[src/design/pid_pkg.sv]
// Shared types and constants for the PID controller step block.
// No dependencies; used by pid_mdu, pid_controller_step and pid_checker.
package pid_pkg;

  localparam int DATA_WIDTH    = 32;
  localparam int TIME_WIDTH    = 32;
  localparam int FRAC_BITS_DEF = 16;
  localparam int ACC_WIDTH_DEF = 64;
  localparam int DIGIT_W       = 8;
  localparam int CFG_INDEX_W   = 2;

  localparam logic [CFG_INDEX_W-1:0] REG_GAIN_PROP     = 2'd0;
  localparam logic [CFG_INDEX_W-1:0] REG_GAIN_INTEG    = 2'd1;
  localparam logic [CFG_INDEX_W-1:0] REG_GAIN_DERIV    = 2'd2;
  localparam logic [CFG_INDEX_W-1:0] REG_INTERVAL_MODE = 2'd3;

  typedef struct packed {
    logic signed [DATA_WIDTH-1:0] error_sample;
    logic        [TIME_WIDTH-1:0] time_value;
  } in_req_t;

  typedef struct packed {
    logic signed [DATA_WIDTH-1:0] drive;
    logic                         out_saturated;
    logic                         zero_interval;
  } out_req_t;

  typedef struct packed {
    logic mul_go;
    logic div_go;
    logic neg;
  } mdu_cmd_t;

  typedef enum logic [8:0] {
    ST_IDLE    = 9'b000000001,
    ST_MUL_EDT = 9'b000000010,
    ST_INTEG   = 9'b000000100,
    ST_DIV     = 9'b000001000,
    ST_MUL_P   = 9'b000010000,
    ST_MUL_I   = 9'b000100000,
    ST_MUL_D   = 9'b001000000,
    ST_OUT     = 9'b010000000,
    ST_SPARE   = 9'b100000000
  } seq_state_t;

endpackage

[src/design/pid_mdu.sv]
// Iterative multiply/divide unit: magnitude operands, one shared adder.
// Depends on pid_pkg (mdu_cmd_t, DIGIT_W, TIME_WIDTH).
module pid_mdu #(
  parameter int AW  = pid_pkg::ACC_WIDTH_DEF,
  parameter int BW  = pid_pkg::DATA_WIDTH,
  parameter int DVW = pid_pkg::DATA_WIDTH
) (
  input  logic                                                clk,
  input  logic                                                rst_n,
  input  pid_pkg::mdu_cmd_t                                   cmd,
  input  logic [AW-1:0]                                       a_mag,
  input  logic [BW-1:0]                                       b_mag,
  output logic                                                done,
  output logic [AW+((BW+pid_pkg::DIGIT_W-1)/pid_pkg::DIGIT_W)*pid_pkg::DIGIT_W:0] result
);

  localparam int DGW  = pid_pkg::DIGIT_W;
  localparam int TMW  = pid_pkg::TIME_WIDTH;
  localparam int NDIG = (BW + DGW - 1) / DGW;
  localparam int BPW  = NDIG * DGW;
  localparam int RW   = AW + BPW + 1;
  localparam int MAXS = (NDIG > DVW) ? NDIG : DVW;
  localparam int CNT_W = $clog2(MAXS);

  typedef enum logic [3:0] {
    PH_IDLE = 4'b0001,
    PH_MUL  = 4'b0010,
    PH_DIV  = 4'b0100,
    PH_FIX  = 4'b1000
  } mdu_phase_t;

  mdu_phase_t         ph_r, ph_nxt;
  logic               done_r;
  logic [CNT_W-1:0]   cnt_r;
  logic [AW-1:0]      a_r;
  logic [BPW-1:0]     b_r;
  logic [AW-1:0]      hi_r;
  logic [BPW-1:0]     lo_r;
  logic [TMW-1:0]     rem_r;
  logic [TMW-1:0]     dv_r;
  logic [DVW-1:0]     quo_r;
  logic               neg_r;
  logic               is_mul_r;
  logic [RW-1:0]      result_r;

  logic [AW+DGW-1:0]  pp;
  logic [TMW:0]       trial;
  logic [RW-1:0]      fix_src;
  logic [RW-1:0]      add_x, add_y, add_s;
  logic               add_ci;
  logic               ge;

  // one digit partial product: AW x 8
  assign pp    = {{DGW{1'b0}}, a_r} * {{AW{1'b0}}, b_r[DGW-1:0]};
  assign trial = {rem_r, quo_r[DVW-1]};
  assign fix_src = is_mul_r ? {1'b0, hi_r, lo_r} : RW'(quo_r);

  // shared adder
  always_comb begin
    add_x  = '0;
    add_y  = '0;
    add_ci = 1'b0;
    unique case (ph_r)
      PH_MUL: begin
        add_x = RW'(hi_r);
        add_y = RW'(pp);
      end
      PH_DIV: begin
        add_x  = RW'(trial);
        add_y  = ~RW'(dv_r);
        add_ci = 1'b1;
      end
      PH_FIX: begin
        add_y  = ~fix_src;
        add_ci = 1'b1;
      end
      default: add_ci = 1'b0;
    endcase
  end

  assign add_s = add_x + add_y + RW'(add_ci);
  assign ge    = ~add_s[RW-1];

  always_comb begin
    ph_nxt = ph_r;
    unique case (ph_r)
      PH_IDLE: begin
        if (cmd.mul_go) begin
          ph_nxt = PH_MUL;
        end else if (cmd.div_go) begin
          ph_nxt = PH_DIV;
        end
      end
      PH_MUL:  if (cnt_r == '0) ph_nxt = PH_FIX;
      PH_DIV:  if (cnt_r == '0) ph_nxt = PH_FIX;
      PH_FIX:  ph_nxt = PH_IDLE;
      default: ph_nxt = PH_IDLE;
    endcase
  end

  always_ff @(posedge clk) begin
    if (!rst_n) begin
      ph_r   <= PH_IDLE;
      done_r <= 1'b0;
    end else begin
      ph_r   <= ph_nxt;
      done_r <= (ph_r == PH_FIX);
    end
  end

  always_ff @(posedge clk) begin
    unique case (ph_r)
      PH_IDLE: begin
        neg_r <= cmd.neg;
        if (cmd.mul_go) begin
          a_r      <= a_mag;
          b_r      <= BPW'(b_mag);
          hi_r     <= '0;
          lo_r     <= '0;
          cnt_r    <= CNT_W'(NDIG - 1);
          is_mul_r <= 1'b1;
        end else if (cmd.div_go) begin
          rem_r    <= '0;
          quo_r    <= a_mag[DVW-1:0];
          dv_r     <= b_mag[TMW-1:0];
          cnt_r    <= CNT_W'(DVW - 1);
          is_mul_r <= 1'b0;
        end
      end
      PH_MUL: begin
        hi_r  <= add_s[AW+DGW-1:DGW];
        lo_r  <= {add_s[DGW-1:0], lo_r[BPW-1:DGW]};
        b_r   <= b_r >> DGW;
        cnt_r <= cnt_r - CNT_W'(1);
      end
      PH_DIV: begin
        // restoring step, one quotient bit
        rem_r <= ge ? add_s[TMW-1:0] : trial[TMW-1:0];
        quo_r <= {quo_r[DVW-2:0], ge};
        cnt_r <= cnt_r - CNT_W'(1);
      end
      PH_FIX: begin
        result_r <= neg_r ? add_s : fix_src;
      end
      default: neg_r <= 1'b0;
    endcase
  end

  assign done   = done_r;
  assign result = result_r;

endmodule

[src/design/pid_controller_step.sv]
// Top level of the fixed-point PID controller step.
// Depends on pid_pkg and pid_mdu.
//
// Each input request brings an error sample (signed Q16.16) and a time value in
// ticks. With interval_mode 0 the time value is a timestamp and the interval is
// its difference from the stored timestamp, modulo 2^32; with interval_mode 1
// it is the interval itself. The block adds error*interval to a saturating
// ACC_WIDTH-bit integral, divides the change in error by the interval (truncated
// toward zero; derivative forced to zero and zero_interval set when the
// interval is zero) and returns P+I+D saturated to 32 bits, with out_saturated
// set when the integral or the output was clipped. Products are shifted right
// by FRAC_BITS with floor rounding before the exact sum. One request is worked
// at a time, by the shared multiply/divide unit: a one-bit-per-cycle restoring
// divide and four multiplies over 8-bit digits, the divide skipped when the
// interval is zero. in_stall is high from acceptance until the result is loaded;
// a result waiting on out_stall does not block the next request from being
// accepted. Configuration writes apply at once.
module pid_controller_step #(
  parameter int FRAC_BITS = pid_pkg::FRAC_BITS_DEF,
  parameter int ACC_WIDTH = pid_pkg::ACC_WIDTH_DEF
) (
  input  logic                                clk,
  input  logic                                rst_n,
  input  logic                                in_valid,
  output logic                                in_stall,
  input  pid_pkg::in_req_t                    in_data,
  output logic                                out_valid,
  input  logic                                out_stall,
  output pid_pkg::out_req_t                   out_data,
  input  logic                                cfg_we,
  input  logic [pid_pkg::CFG_INDEX_W-1:0]     cfg_index,
  input  logic [pid_pkg::DATA_WIDTH-1:0]      cfg_wdata
);

  localparam int DW   = pid_pkg::DATA_WIDTH;
  localparam int TMW  = pid_pkg::TIME_WIDTH;
  localparam int DGW  = pid_pkg::DIGIT_W;
  localparam int AW   = (ACC_WIDTH > DW) ? ACC_WIDTH : DW;
  localparam int BW   = (DW > TMW) ? DW : TMW;
  localparam int NDIG = (BW + DGW - 1) / DGW;
  localparam int RW   = AW + NDIG * DGW + 1;   // signed product width
  localparam int ISW  = RW + 1;                // integral sum width
  localparam int TSW  = RW + 2;                // P+I+D sum width

  localparam logic [ACC_WIDTH-1:0] ACC_MAX = {1'b0, {(ACC_WIDTH-1){1'b1}}};
  localparam logic [ACC_WIDTH-1:0] ACC_MIN = {1'b1, {(ACC_WIDTH-1){1'b0}}};
  localparam logic [DW-1:0]        DRV_MAX = {1'b0, {(DW-1){1'b1}}};
  localparam logic [DW-1:0]        DRV_MIN = {1'b1, {(DW-1){1'b0}}};

  // configuration
  logic [DW-1:0]        gp_r, gp_nxt, gi_r, gi_nxt, gd_r, gd_nxt;
  logic                 mode_r, mode_nxt;
  // controller state
  logic [ACC_WIDTH-1:0] acc_r, acc_nxt;
  logic [DW-1:0]        prev_err_r, prev_err_nxt;
  logic [TMW-1:0]       prev_stamp_r, prev_stamp_nxt;
  // sequencer
  pid_pkg::seq_state_t  state_r, state_nxt;
  logic                 mul_go_r, mul_go_nxt, div_go_r, div_go_nxt;
  logic                 out_valid_r, out_valid_nxt;
  // per-request working registers
  logic [DW-1:0]        e_r, e_nxt;
  logic [TMW-1:0]       dt_r, dt_nxt;
  logic                 zero_r, zero_nxt;
  logic [DW:0]          deriv_r, deriv_nxt;
  logic [TSW-1:0]       tot_r, tot_nxt;
  logic                 clip_r, clip_nxt;
  pid_pkg::out_req_t    out_data_r, out_data_nxt;

  logic                 in_accept;
  logic [TMW-1:0]       dt_in;
  logic [DW-1:0]        e_mag, gp_mag, gi_mag, gd_mag;
  logic [ACC_WIDTH-1:0] acc_mag;
  logic [DW:0]          deriv_neg, diff, diff_neg;
  logic [DW-1:0]        deriv_mag, diff_mag;
  logic [AW-1:0]        op_a;
  logic [BW-1:0]        op_b;
  logic                 op_neg;
  pid_pkg::mdu_cmd_t    mdu_cmd;
  logic                 mdu_done;
  logic [RW-1:0]        mdu_res;
  logic [ISW-1:0]       isum;
  logic                 ifits;
  logic [ACC_WIDTH-1:0] isat;
  logic [TSW-1:0]       term;
  logic                 dfits;
  logic [DW-1:0]        drive_sat;

  assign in_accept = in_valid && !in_stall;
  assign in_stall  = (state_r != pid_pkg::ST_IDLE);
  assign dt_in     = mode_r ? in_data.time_value : (in_data.time_value - prev_stamp_r);

  // magnitudes for the sign-magnitude unit
  assign e_mag     = e_r[DW-1] ? (~e_r + DW'(1)) : e_r;
  assign gp_mag    = gp_r[DW-1] ? (~gp_r + DW'(1)) : gp_r;
  assign gi_mag    = gi_r[DW-1] ? (~gi_r + DW'(1)) : gi_r;
  assign gd_mag    = gd_r[DW-1] ? (~gd_r + DW'(1)) : gd_r;
  assign acc_mag   = acc_r[ACC_WIDTH-1] ? (~acc_r + ACC_WIDTH'(1)) : acc_r;
  assign deriv_neg = ~deriv_r + (DW+1)'(1);
  assign deriv_mag = deriv_r[DW] ? deriv_neg[DW-1:0] : deriv_r[DW-1:0];
  // error change never exceeds DW bits of magnitude
  assign diff      = {e_r[DW-1], e_r} - {prev_err_r[DW-1], prev_err_r};
  assign diff_neg  = ~diff + (DW+1)'(1);
  assign diff_mag  = diff[DW] ? diff_neg[DW-1:0] : diff[DW-1:0];

  // operands follow the state the unit is started in
  always_comb begin
    op_a   = '0;
    op_b   = '0;
    op_neg = 1'b0;
    unique case (state_r)
      pid_pkg::ST_MUL_EDT: begin
        op_a   = AW'(e_mag);
        op_b   = BW'(dt_r);
        op_neg = e_r[DW-1];
      end
      pid_pkg::ST_DIV: begin
        op_a   = AW'(diff_mag);
        op_b   = BW'(dt_r);
        op_neg = diff[DW];
      end
      pid_pkg::ST_MUL_P: begin
        op_a   = AW'(e_mag);
        op_b   = BW'(gp_mag);
        op_neg = e_r[DW-1] ^ gp_r[DW-1];
      end
      pid_pkg::ST_MUL_I: begin
        op_a   = AW'(acc_mag);
        op_b   = BW'(gi_mag);
        op_neg = acc_r[ACC_WIDTH-1] ^ gi_r[DW-1];
      end
      pid_pkg::ST_MUL_D: begin
        op_a   = AW'(deriv_mag);
        op_b   = BW'(gd_mag);
        op_neg = deriv_r[DW] ^ gd_r[DW-1];
      end
      default: op_neg = 1'b0;
    endcase
  end

  assign mdu_cmd = '{mul_go: mul_go_r, div_go: div_go_r, neg: op_neg};

  pid_mdu #(
    .AW  (AW),
    .BW  (BW),
    .DVW (DW)
  ) u_mdu (
    .clk    (clk),
    .rst_n  (rst_n),
    .cmd    (mdu_cmd),
    .a_mag  (op_a),
    .b_mag  (op_b),
    .done   (mdu_done),
    .result (mdu_res)
  );

  // integral update and clip
  assign isum  = {mdu_res[RW-1], mdu_res} + {{(ISW-ACC_WIDTH){acc_r[ACC_WIDTH-1]}}, acc_r};
  assign ifits = (&isum[ISW-1:ACC_WIDTH-1]) | ~(|isum[ISW-1:ACC_WIDTH-1]);
  assign isat  = ifits ? isum[ACC_WIDTH-1:0] : (isum[ISW-1] ? ACC_MIN : ACC_MAX);

  // floor shift of the current product
  assign term  = {{(FRAC_BITS+2){mdu_res[RW-1]}}, mdu_res[RW-1:FRAC_BITS]};

  // output clip
  assign dfits     = (&tot_r[TSW-1:DW-1]) | ~(|tot_r[TSW-1:DW-1]);
  assign drive_sat = dfits ? tot_r[DW-1:0] : (tot_r[TSW-1] ? DRV_MIN : DRV_MAX);

  always_comb begin
    gp_nxt         = gp_r;
    gi_nxt         = gi_r;
    gd_nxt         = gd_r;
    mode_nxt       = mode_r;
    acc_nxt        = acc_r;
    prev_err_nxt   = prev_err_r;
    prev_stamp_nxt = prev_stamp_r;
    state_nxt      = state_r;
    mul_go_nxt     = 1'b0;
    div_go_nxt     = 1'b0;
    out_valid_nxt  = out_valid_r && out_stall;
    e_nxt          = e_r;
    dt_nxt         = dt_r;
    zero_nxt       = zero_r;
    deriv_nxt      = deriv_r;
    tot_nxt        = tot_r;
    clip_nxt       = clip_r;
    out_data_nxt   = out_data_r;

    if (cfg_we) begin
      unique case (cfg_index)
        pid_pkg::REG_GAIN_PROP:     gp_nxt   = cfg_wdata;
        pid_pkg::REG_GAIN_INTEG:    gi_nxt   = cfg_wdata;
        pid_pkg::REG_GAIN_DERIV:    gd_nxt   = cfg_wdata;
        pid_pkg::REG_INTERVAL_MODE: mode_nxt = cfg_wdata[0];
      endcase
    end

    unique case (state_r)
      pid_pkg::ST_IDLE: begin
        if (in_accept) begin
          e_nxt    = in_data.error_sample;
          dt_nxt   = dt_in;
          zero_nxt = (dt_in == '0);
          if (!mode_r) prev_stamp_nxt = in_data.time_value;
          state_nxt  = pid_pkg::ST_MUL_EDT;
          mul_go_nxt = 1'b1;
        end
      end
      pid_pkg::ST_MUL_EDT: begin
        if (mdu_done) state_nxt = pid_pkg::ST_INTEG;
      end
      pid_pkg::ST_INTEG: begin
        acc_nxt  = isat;
        clip_nxt = !ifits;
        if (zero_r) begin
          // no divide: derivative term is zero
          deriv_nxt  = '0;
          state_nxt  = pid_pkg::ST_MUL_P;
          mul_go_nxt = 1'b1;
        end else begin
          state_nxt  = pid_pkg::ST_DIV;
          div_go_nxt = 1'b1;
        end
      end
      pid_pkg::ST_DIV: begin
        if (mdu_done) begin
          deriv_nxt  = mdu_res[DW:0];
          state_nxt  = pid_pkg::ST_MUL_P;
          mul_go_nxt = 1'b1;
        end
      end
      pid_pkg::ST_MUL_P: begin
        if (mdu_done) begin
          tot_nxt      = term;
          prev_err_nxt = e_r;
          state_nxt    = pid_pkg::ST_MUL_I;
          mul_go_nxt   = 1'b1;
        end
      end
      pid_pkg::ST_MUL_I: begin
        if (mdu_done) begin
          tot_nxt    = tot_r + term;
          state_nxt  = pid_pkg::ST_MUL_D;
          mul_go_nxt = 1'b1;
        end
      end
      pid_pkg::ST_MUL_D: begin
        if (mdu_done) begin
          tot_nxt   = tot_r + term;
          state_nxt = pid_pkg::ST_OUT;
        end
      end
      pid_pkg::ST_OUT: begin
        // load once the output register is free or being emptied
        if (!out_valid_r || !out_stall) begin
          out_data_nxt.drive         = drive_sat;
          out_data_nxt.out_saturated = clip_r | !dfits;
          out_data_nxt.zero_interval = zero_r;
          out_valid_nxt              = 1'b1;
          state_nxt                  = pid_pkg::ST_IDLE;
        end
      end
      default: state_nxt = pid_pkg::ST_IDLE;
    endcase
  end

  always_ff @(posedge clk) begin
    if (!rst_n) begin
      gp_r         <= '0;
      gi_r         <= '0;
      gd_r         <= '0;
      mode_r       <= 1'b0;
      acc_r        <= '0;
      prev_err_r   <= '0;
      prev_stamp_r <= '0;
      state_r      <= pid_pkg::ST_IDLE;
      mul_go_r     <= 1'b0;
      div_go_r     <= 1'b0;
      out_valid_r  <= 1'b0;
    end else begin
      gp_r         <= gp_nxt;
      gi_r         <= gi_nxt;
      gd_r         <= gd_nxt;
      mode_r       <= mode_nxt;
      acc_r        <= acc_nxt;
      prev_err_r   <= prev_err_nxt;
      prev_stamp_r <= prev_stamp_nxt;
      state_r      <= state_nxt;
      mul_go_r     <= mul_go_nxt;
      div_go_r     <= div_go_nxt;
      out_valid_r  <= out_valid_nxt;
    end
  end

  always_ff @(posedge clk) begin
    e_r        <= e_nxt;
    dt_r       <= dt_nxt;
    zero_r     <= zero_nxt;
    deriv_r    <= deriv_nxt;
    tot_r      <= tot_nxt;
    clip_r     <= clip_nxt;
    out_data_r <= out_data_nxt;
  end

  assign out_valid = out_valid_r;
  assign out_data  = out_data_r;

endmodule

[config.mk]
export PLATFORM = sky130hd
export DESIGN_NAME = pid_controller_step
export DESIGN_NICKNAME = d
export VERILOG_FILES = /design/src/design/pid_pkg.sv /design/src/design/pid_mdu.sv /design/src/design/pid_controller_step.sv
export SDC_FILE = /design/constraint.sdc
export NUM_CORES = 2
export LEC_CHECK = 0
export BUFFER_PORTS_ARGS = -buffer_cell sky130_fd_sc_hd__buf_2
export CAP_MARGIN = 10
export CORE_ASPECT_RATIO = 1.4
export CORE_MARGIN = 2
export CORE_UTILIZATION = 45
export DETAILED_ROUTE_END_ITERATION = 7
export HOLD_SLACK_MARGIN = 0.03
export PLACE_DENSITY_LB_ADDON = 0.12
export SLEW_MARGIN = 10
export SYNTH_ARGS = -nofsm -noshare
export SYNTH_HDL_FRONTEND = slang
export SYNTH_SLANG_ARGS = --single-unit
[constraint.sdc]
create_clock -name clk -period 8.5 [get_ports clk]
set_input_delay 0.85 -clock clk [delete_from_list [all_inputs] [get_ports clk]]
set_output_delay 0.85 -clock clk [all_outputs]
set_load 0.05 [all_outputs]
=== Word-level counts from Yosys, hierarchy flattened ===
Cells that the tools add are included.

* Add/subtract/negate cells: 14
* Mux-type cells: 64
* Equality and inequality tests: 30
* Bitwise logic cells: 20
* $mul: 1
* Reduce and logical (&&, ||, !) cells: 47

{| class="wikitable"
|+ Operator list
! cell !! count
|-
| 2-to-1 mux 32 bit || 16
|-
| one-hot mux 97 bit (3 select lines) || 1
|-
| 2-to-1 mux 64 bit || 4
|-
| one-hot mux 32 bit (2 select lines) || 4
|-
| one-hot mux 64 bit (2 select lines) || 2
|-
| one-hot mux 64 bit (4 select lines) || 1
|-
| 2-to-1 mux 99 bit || 2
|-
| one-hot mux 99 bit (2 select lines) || 1
|-
| adder 32 x 1 -> 32 bit (second input constant) || 6
|-
| NOT 32 bit || 6
|-
| one-hot mux 32 bit (4 select lines) || 1
|-
| adder 99 bit || 1
|-
| adder 97 x 64 -> 98 bit || 1
|-
| adder 64 x 97 -> 97 bit || 1
|-
| adder 97 x 1 -> 97 bit || 1
|-
| 2-to-1 mux 97 bit || 1
|-
| NOT 32 -> 97 bit || 1
|-
| NOT 97 bit || 1
|-
| 2-to-1 mux 96 bit || 1
|-
| multiplier 64 x 8 -> 72 bit || 1
|-
| one-hot mux 9 bit (8 select lines) || 1
|-
| AND reduction 68 bit || 1
|-
| OR reduction 68 bit || 1
|-
| 2-to-1 mux 33 bit || 2
|-
| other kinds (50) || 118
|}

* Logic and storage cells: 209
* Output and inout port bits: 36
* Register bits after elaboration: 866

=== Longest topological paths before layout ===
* Word-level depth: 8
* Depth in mapped cells: 46
* Mapped depth without buffers: 41

=== Cells and area by module ===
A second synthesis with hierarchy kept.

* Cell total of the unflattened synthesis: 9304
* Area total of the unflattened synthesis: 78615.4 µm²

{| class="wikitable"
|+ Modules (own cells, without submodules)
! module !! instances !! cells an instance !! seq. area each (µm²) !! area an instance (µm²)
|-
| pid_controller_step || 1 || 5182 || 11691.2 || 40327.4
|-
| pid_mdu || 1 || 4122 || 11871.4 || 38288.0
|}

=== Least setup slack after synthesis ===
No wires, ideal clock.

* Path type: reg-to-reg
* Start point: register u_mdu.b_r[6]
* End point: register u_mdu.rem_r[15], data pin
* Arrival: 9044 ps
* Path buffers: 6
* Stages on the path, launching flop included: 38
* Setup slack: -814 ps
* Cells stage by stage: edfxtp_1 -> clkbuf_1 -> clkbuf_1 -> and2_1 -> fa_1 -> fa_1 -> fa_1 -> inv_1 -> fa_1 -> inv_1 -> ha_1 -> clkbuf_1 -> a2111oi_0 -> a21boi_0 -> o31ai_1 -> a211oi_1 -> a211oi_1 -> nor2_1 -> [2 not listed] -> xor2_1 -> o21ai_0 -> ha_1 -> clkbuf_1 -> nand4_1 -> nor4_1 -> nand4_1 -> or3_1 -> o21a_1 -> o31ai_1 -> a21o_1 -> nand4_1 -> nor3_1 -> and3_1 -> clkbuf_1 -> buf_1 -> nand3b_1 -> o41ai_1

* Cells in the longest elaborated chain, start to end: 6

{| class="wikitable"
|+ RTL lines
! item !! RTL line !! RTL
|-
| start: declaration || pid_mdu.sv:36 || <nowiki>logic [BPW-1:0] b_r;</nowiki>
|-
| start signal: assignment || pid_mdu.sv:117 || <nowiki>b_r <= BPW'(b_mag);</nowiki>
|-
| start signal: assignment || pid_mdu.sv:133 || <nowiki>b_r <= b_r >> DGW;</nowiki>
|-
| multiplier 64 x 8 -> 72 bit || pid_mdu.sv:54 || <nowiki>assign pp = {{DGW{1'b0}}, a_r} * {{AW{1'b0}}, b_r[DGW-1:0]};</nowiki>
|-
| one-hot mux 97 bit (3 select lines) || pid_mdu.sv:63 || <nowiki>unique case (ph_r)</nowiki>
|-
| adder 64 x 97 -> 97 bit || pid_mdu.sv:81 || <nowiki>assign add_s = add_x + add_y + RW'(add_ci);</nowiki>
|-
| adder 97 x 1 -> 97 bit || pid_mdu.sv:81 ||
|-
| 2-to-1 mux 32 bit || pid_mdu.sv:138 || <nowiki>rem_r <= ge ? add_s[TMW-1:0] : trial[TMW-1:0];</nowiki>
|-
| one-hot mux 32 bit (2 select lines) || pid_mdu.sv:112 || <nowiki>unique case (ph_r)</nowiki>
|-
| end signal: assignment || pid_mdu.sv:138 ||
|-
| end: declaration || pid_mdu.sv:39 || <nowiki>logic [TMW-1:0] rem_r;</nowiki>
|}

No other way between the ends.
A chain may end at the register's enable or synchronous reset.

=== Worst setup path after layout ===
* Start point: register u_mdu.b_r[4]
* End point: register u_mdu.result_r[86] (netlist: u_mdu.result[86]), data pin

* Cells in the longest elaborated chain, start to end: 5

{| class="wikitable"
|+ RTL lines
! item !! RTL line !! RTL
|-
| multiplier 64 x 8 -> 72 bit || pid_mdu.sv:54 ||
|-
| one-hot mux 97 bit (3 select lines) || pid_mdu.sv:63 ||
|-
| adder 64 x 97 -> 97 bit || pid_mdu.sv:81 ||
|-
| adder 97 x 1 -> 97 bit || pid_mdu.sv:81 ||
|-
| 2-to-1 mux 97 bit || pid_mdu.sv:143 || <nowiki>result_r <= neg_r ? add_s : fix_src;</nowiki>
|-
| end signal: assignment || pid_mdu.sv:143 ||
|-
| end: declaration || pid_mdu.sv:44 || <nowiki>logic [RW-1:0] result_r;</nowiki>
|}

No other way between the ends.

==> out/metrics.csv <==
metric,value,unit
critical path's slowest cell,fa_1,
Worst slew margin,0.131,
Max Slew Vio Count,0,
DR vias/cell,5.90,
IO buf count,138,
Starting DRT DRC Count,5520,
critical path startpoint category,register,
CP Max Fanout,28,
reg2reg end,u_mdu.result[86],
synthesized cell area,77300,um^2
endpoints failing setup,61,
crit path from,u_mdu.b_r[4],
CTS tree,yes,
CORE AREA,170000,um^2
FF-to-FF setup slack,-270,ps
"area leader, netlist",edfxtp_1,
unrepaired setup endpoints after global routing,true,
synthesized instance count,9029,
CTS Buf Count,93,
DP HPWL,229000,um
fmax,114,MHz
GRT Residual Overflow,0,
Pwr Density,264,nW/um^2
asr flop ratio synth,0,
fin cells,11830,
number of global-route vias before repair,70279,
CTS root buffer,clkbuf_16,
# rows,179,
clock sinks,865,
crit path to,u_mdu.result[86],
slowest cell delay on critical path,560,ps
"Clk Latency, worst-skew pair",750,ps
Worst Tran Pin Value,1300,ps
Die Wd,354,um
DRT Wirelength,289000,um
# hold bufs at CTS,0,
DRC Markers,0,
post-layout min period,8770,ps
clk_skew,54.8,ps
clock buffer depth,3,
Leak,0.0368,uW
Post-synth EDFFs,624,
Pwr Total,23600,uW
Antenna Nets Post-Route,0,
Die Y,494,um
Synthesized Nets,9932,
post-DR wirelength/cell,24.4,um
setup TNS,-8700,ps
Yosys warnings,0,
router iterations before antenna repair,6,
synthesis-stage register bit count,865,
Setup Crit Path Kind,register to register,
post-synth top area share,0.242,
sequential fraction of the synthesis area,0.305,
Area Growth Syn to Fin,16.0,%
max capacitance violation total,0,
post-synthesis cell type count,93,
H-Tree Depth,3,
layout cell share with drive strength beyond 1,0.144,
top-count cell post-synth,nand2_1,
Starting Density,0.454,
Area contributors post-synth,"edfxtp_1 (24%), fa_1 (9.8%), ha_1 (6.8%)",
Main synth FF type,edfxtp_1,
Mean Syn Cell Area,8.56,um^2
r2r worst-path depth,33,
Final Hold Viols,0,
largest net degree at the start of global routing,143,
Final WS setup,-267,ps
reg2reg start,u_mdu.b_r[4],
die area,175000,um^2
Peak supply drop,0.297,mV
IO Pins,139,
dpl cells,11573,
Critical Path Sink Type,register,
status,"complete, but fails checks",
Crit path required time,8960,ps
Total GRT Usage,0.323,
fin nets,10387,
Worst-path clk slew,60,ps
initial antenna violation count,15,
Hold Path Class,input pin to register,
violated checks,negative setup slack,
first-pass GRT wire length,430000,um
CP Data Arrival Time,9230,ps
"Period Utilization, post-route",1.03,
final RePlAce weighted congestion,0.980,
Post-synth top cells,"nand2_1 (1237), a21oi_1 (761), edfxtp_1 (624), o21ai_0 (621), inv_1 (598)",
Vias,69839,
[logic make-up (layout without fill, tap and decap cells)]
| group | Yosys count | count (layout) | synth area share |
|---|---|---|---|
| multiplexers | 107 | 107 | 0.0147 |
| XOR/XNOR | 571 | 571 | 0.0647 |
| buffers and inverters | 1069 | 1602 | 0.0526 |
| other | 0 | 6 | 0 |
| AND/OR/NAND/NOR | 3193 | 3193 | 0.200 |
| AO/OA/AOI/OAI | 2424 | 2424 | 0.197 |
| flip-flops | 865 | 865 | 0.305 |
| adder cells (fa/ha/maj) | 800 | 800 | 0.166 |
[metal layers]
layer  track usage  vias up  wire, um
li1              -    32939         -
met1         0.347    33861    103000
met2         0.568     2224    143000
met3        0.0294      811     12500
met4         0.283        4     30200
met5             0        -        27
[layout make-up]
type | count | area (um^2)
Antenna cell | 6 | 15.0
Clock buffer | 128 | 2630
Inverter | 601 | 2260
Timing Repair Buffer | 828 | 6450
Tap cell | 2262 | 2830
Sequential cell | 865 | 23600
Fill cell | 16165 | 80500
Multi-Input combinational cell | 7095 | 51300
Clock inverter | 45 | 624
[metrics by stage]
step	cell area (um^2)	utilization	worst slack [ps]	hold WS, ps
final	89700	0.527	-267	279
after global placement	84000	0.494	-419	439
after floorplan	77400	-	1.67	432
after detailed placement	84000	0.494	-499	445
after global routing	89700	0.527	-584	263
after CTS	88900	0.522	-281	231
[critical path, delay by kind of cell, from the launching register on]
kind | cells | cell delay, ps
AND/OR/NAND/NOR | 8 | 1950
AO/OA/AOI/OAI | 11 | 2120
flip-flops | 1 | 420
buffers and inverters | 7 | 960
adder cells (fa/ha/maj) | 6 | 2760
XOR/XNOR | 1 | 240
[cells in the final DEF, fill, tap and decap left out, types with 284 or more instances in the layout]
cell type / synthesis / layout
xnor2_1: 296 / 284
and2_1: 487 / 475
ha_1: 422 / 395
buf_4: 0 / 621
inv_1: 598 / 581
o21ai_0: 621 / 516
a21oi_1: 761 / 721
nor2_1: 556 / 535
nand2_1: 1237 / 1222
fa_1: 378 / 374
edfxtp_1: 624 / 624
[worst min-delay path by stage]
stage              startpoint        endpoint  slack (ps)  cells past startpoint
2_1_floorplan   prev_err_r[1]   prev_err_r[1]         430                      2
3_3_place_gp    prev_err_r[2]   prev_err_r[2]         440                      2
3_5_place_dp   prev_err_r[31]  prev_err_r[31]         440                      2
4_1_cts           in_data[48]         e_r[16]         230                      1
5_1_grt           in_data[58]         e_r[26]         260                      1
6_report          in_data[35]          e_r[3]         280                      1
[repair_timing]
item,4_1_cts,5_1_grt
endpoints found under the hold margin,0,0
gates cloned,10,1
pin swaps,101,107
gates resized for setup,267,164
endpoints found under the setup margin,98,112
setup buffers,56,25
[power by group]
part | total [uW] | internal, uW | switching, uW
Sequential | 4990 | 4730 | 261
Combinational | 14200 | 6550 | 7630
Clock | 4460 | 2570 | 1900
[sequential cells by signal, summed over array words and instances (netlist names), 33 cells and up]
signal	flops
acc_r	64
deriv_r	33
out_data	34
tot_r	99
u_mdu.a_r	64
u_mdu.hi_r	64
u_mdu.result	97
(Power assumes the default switching activity.)
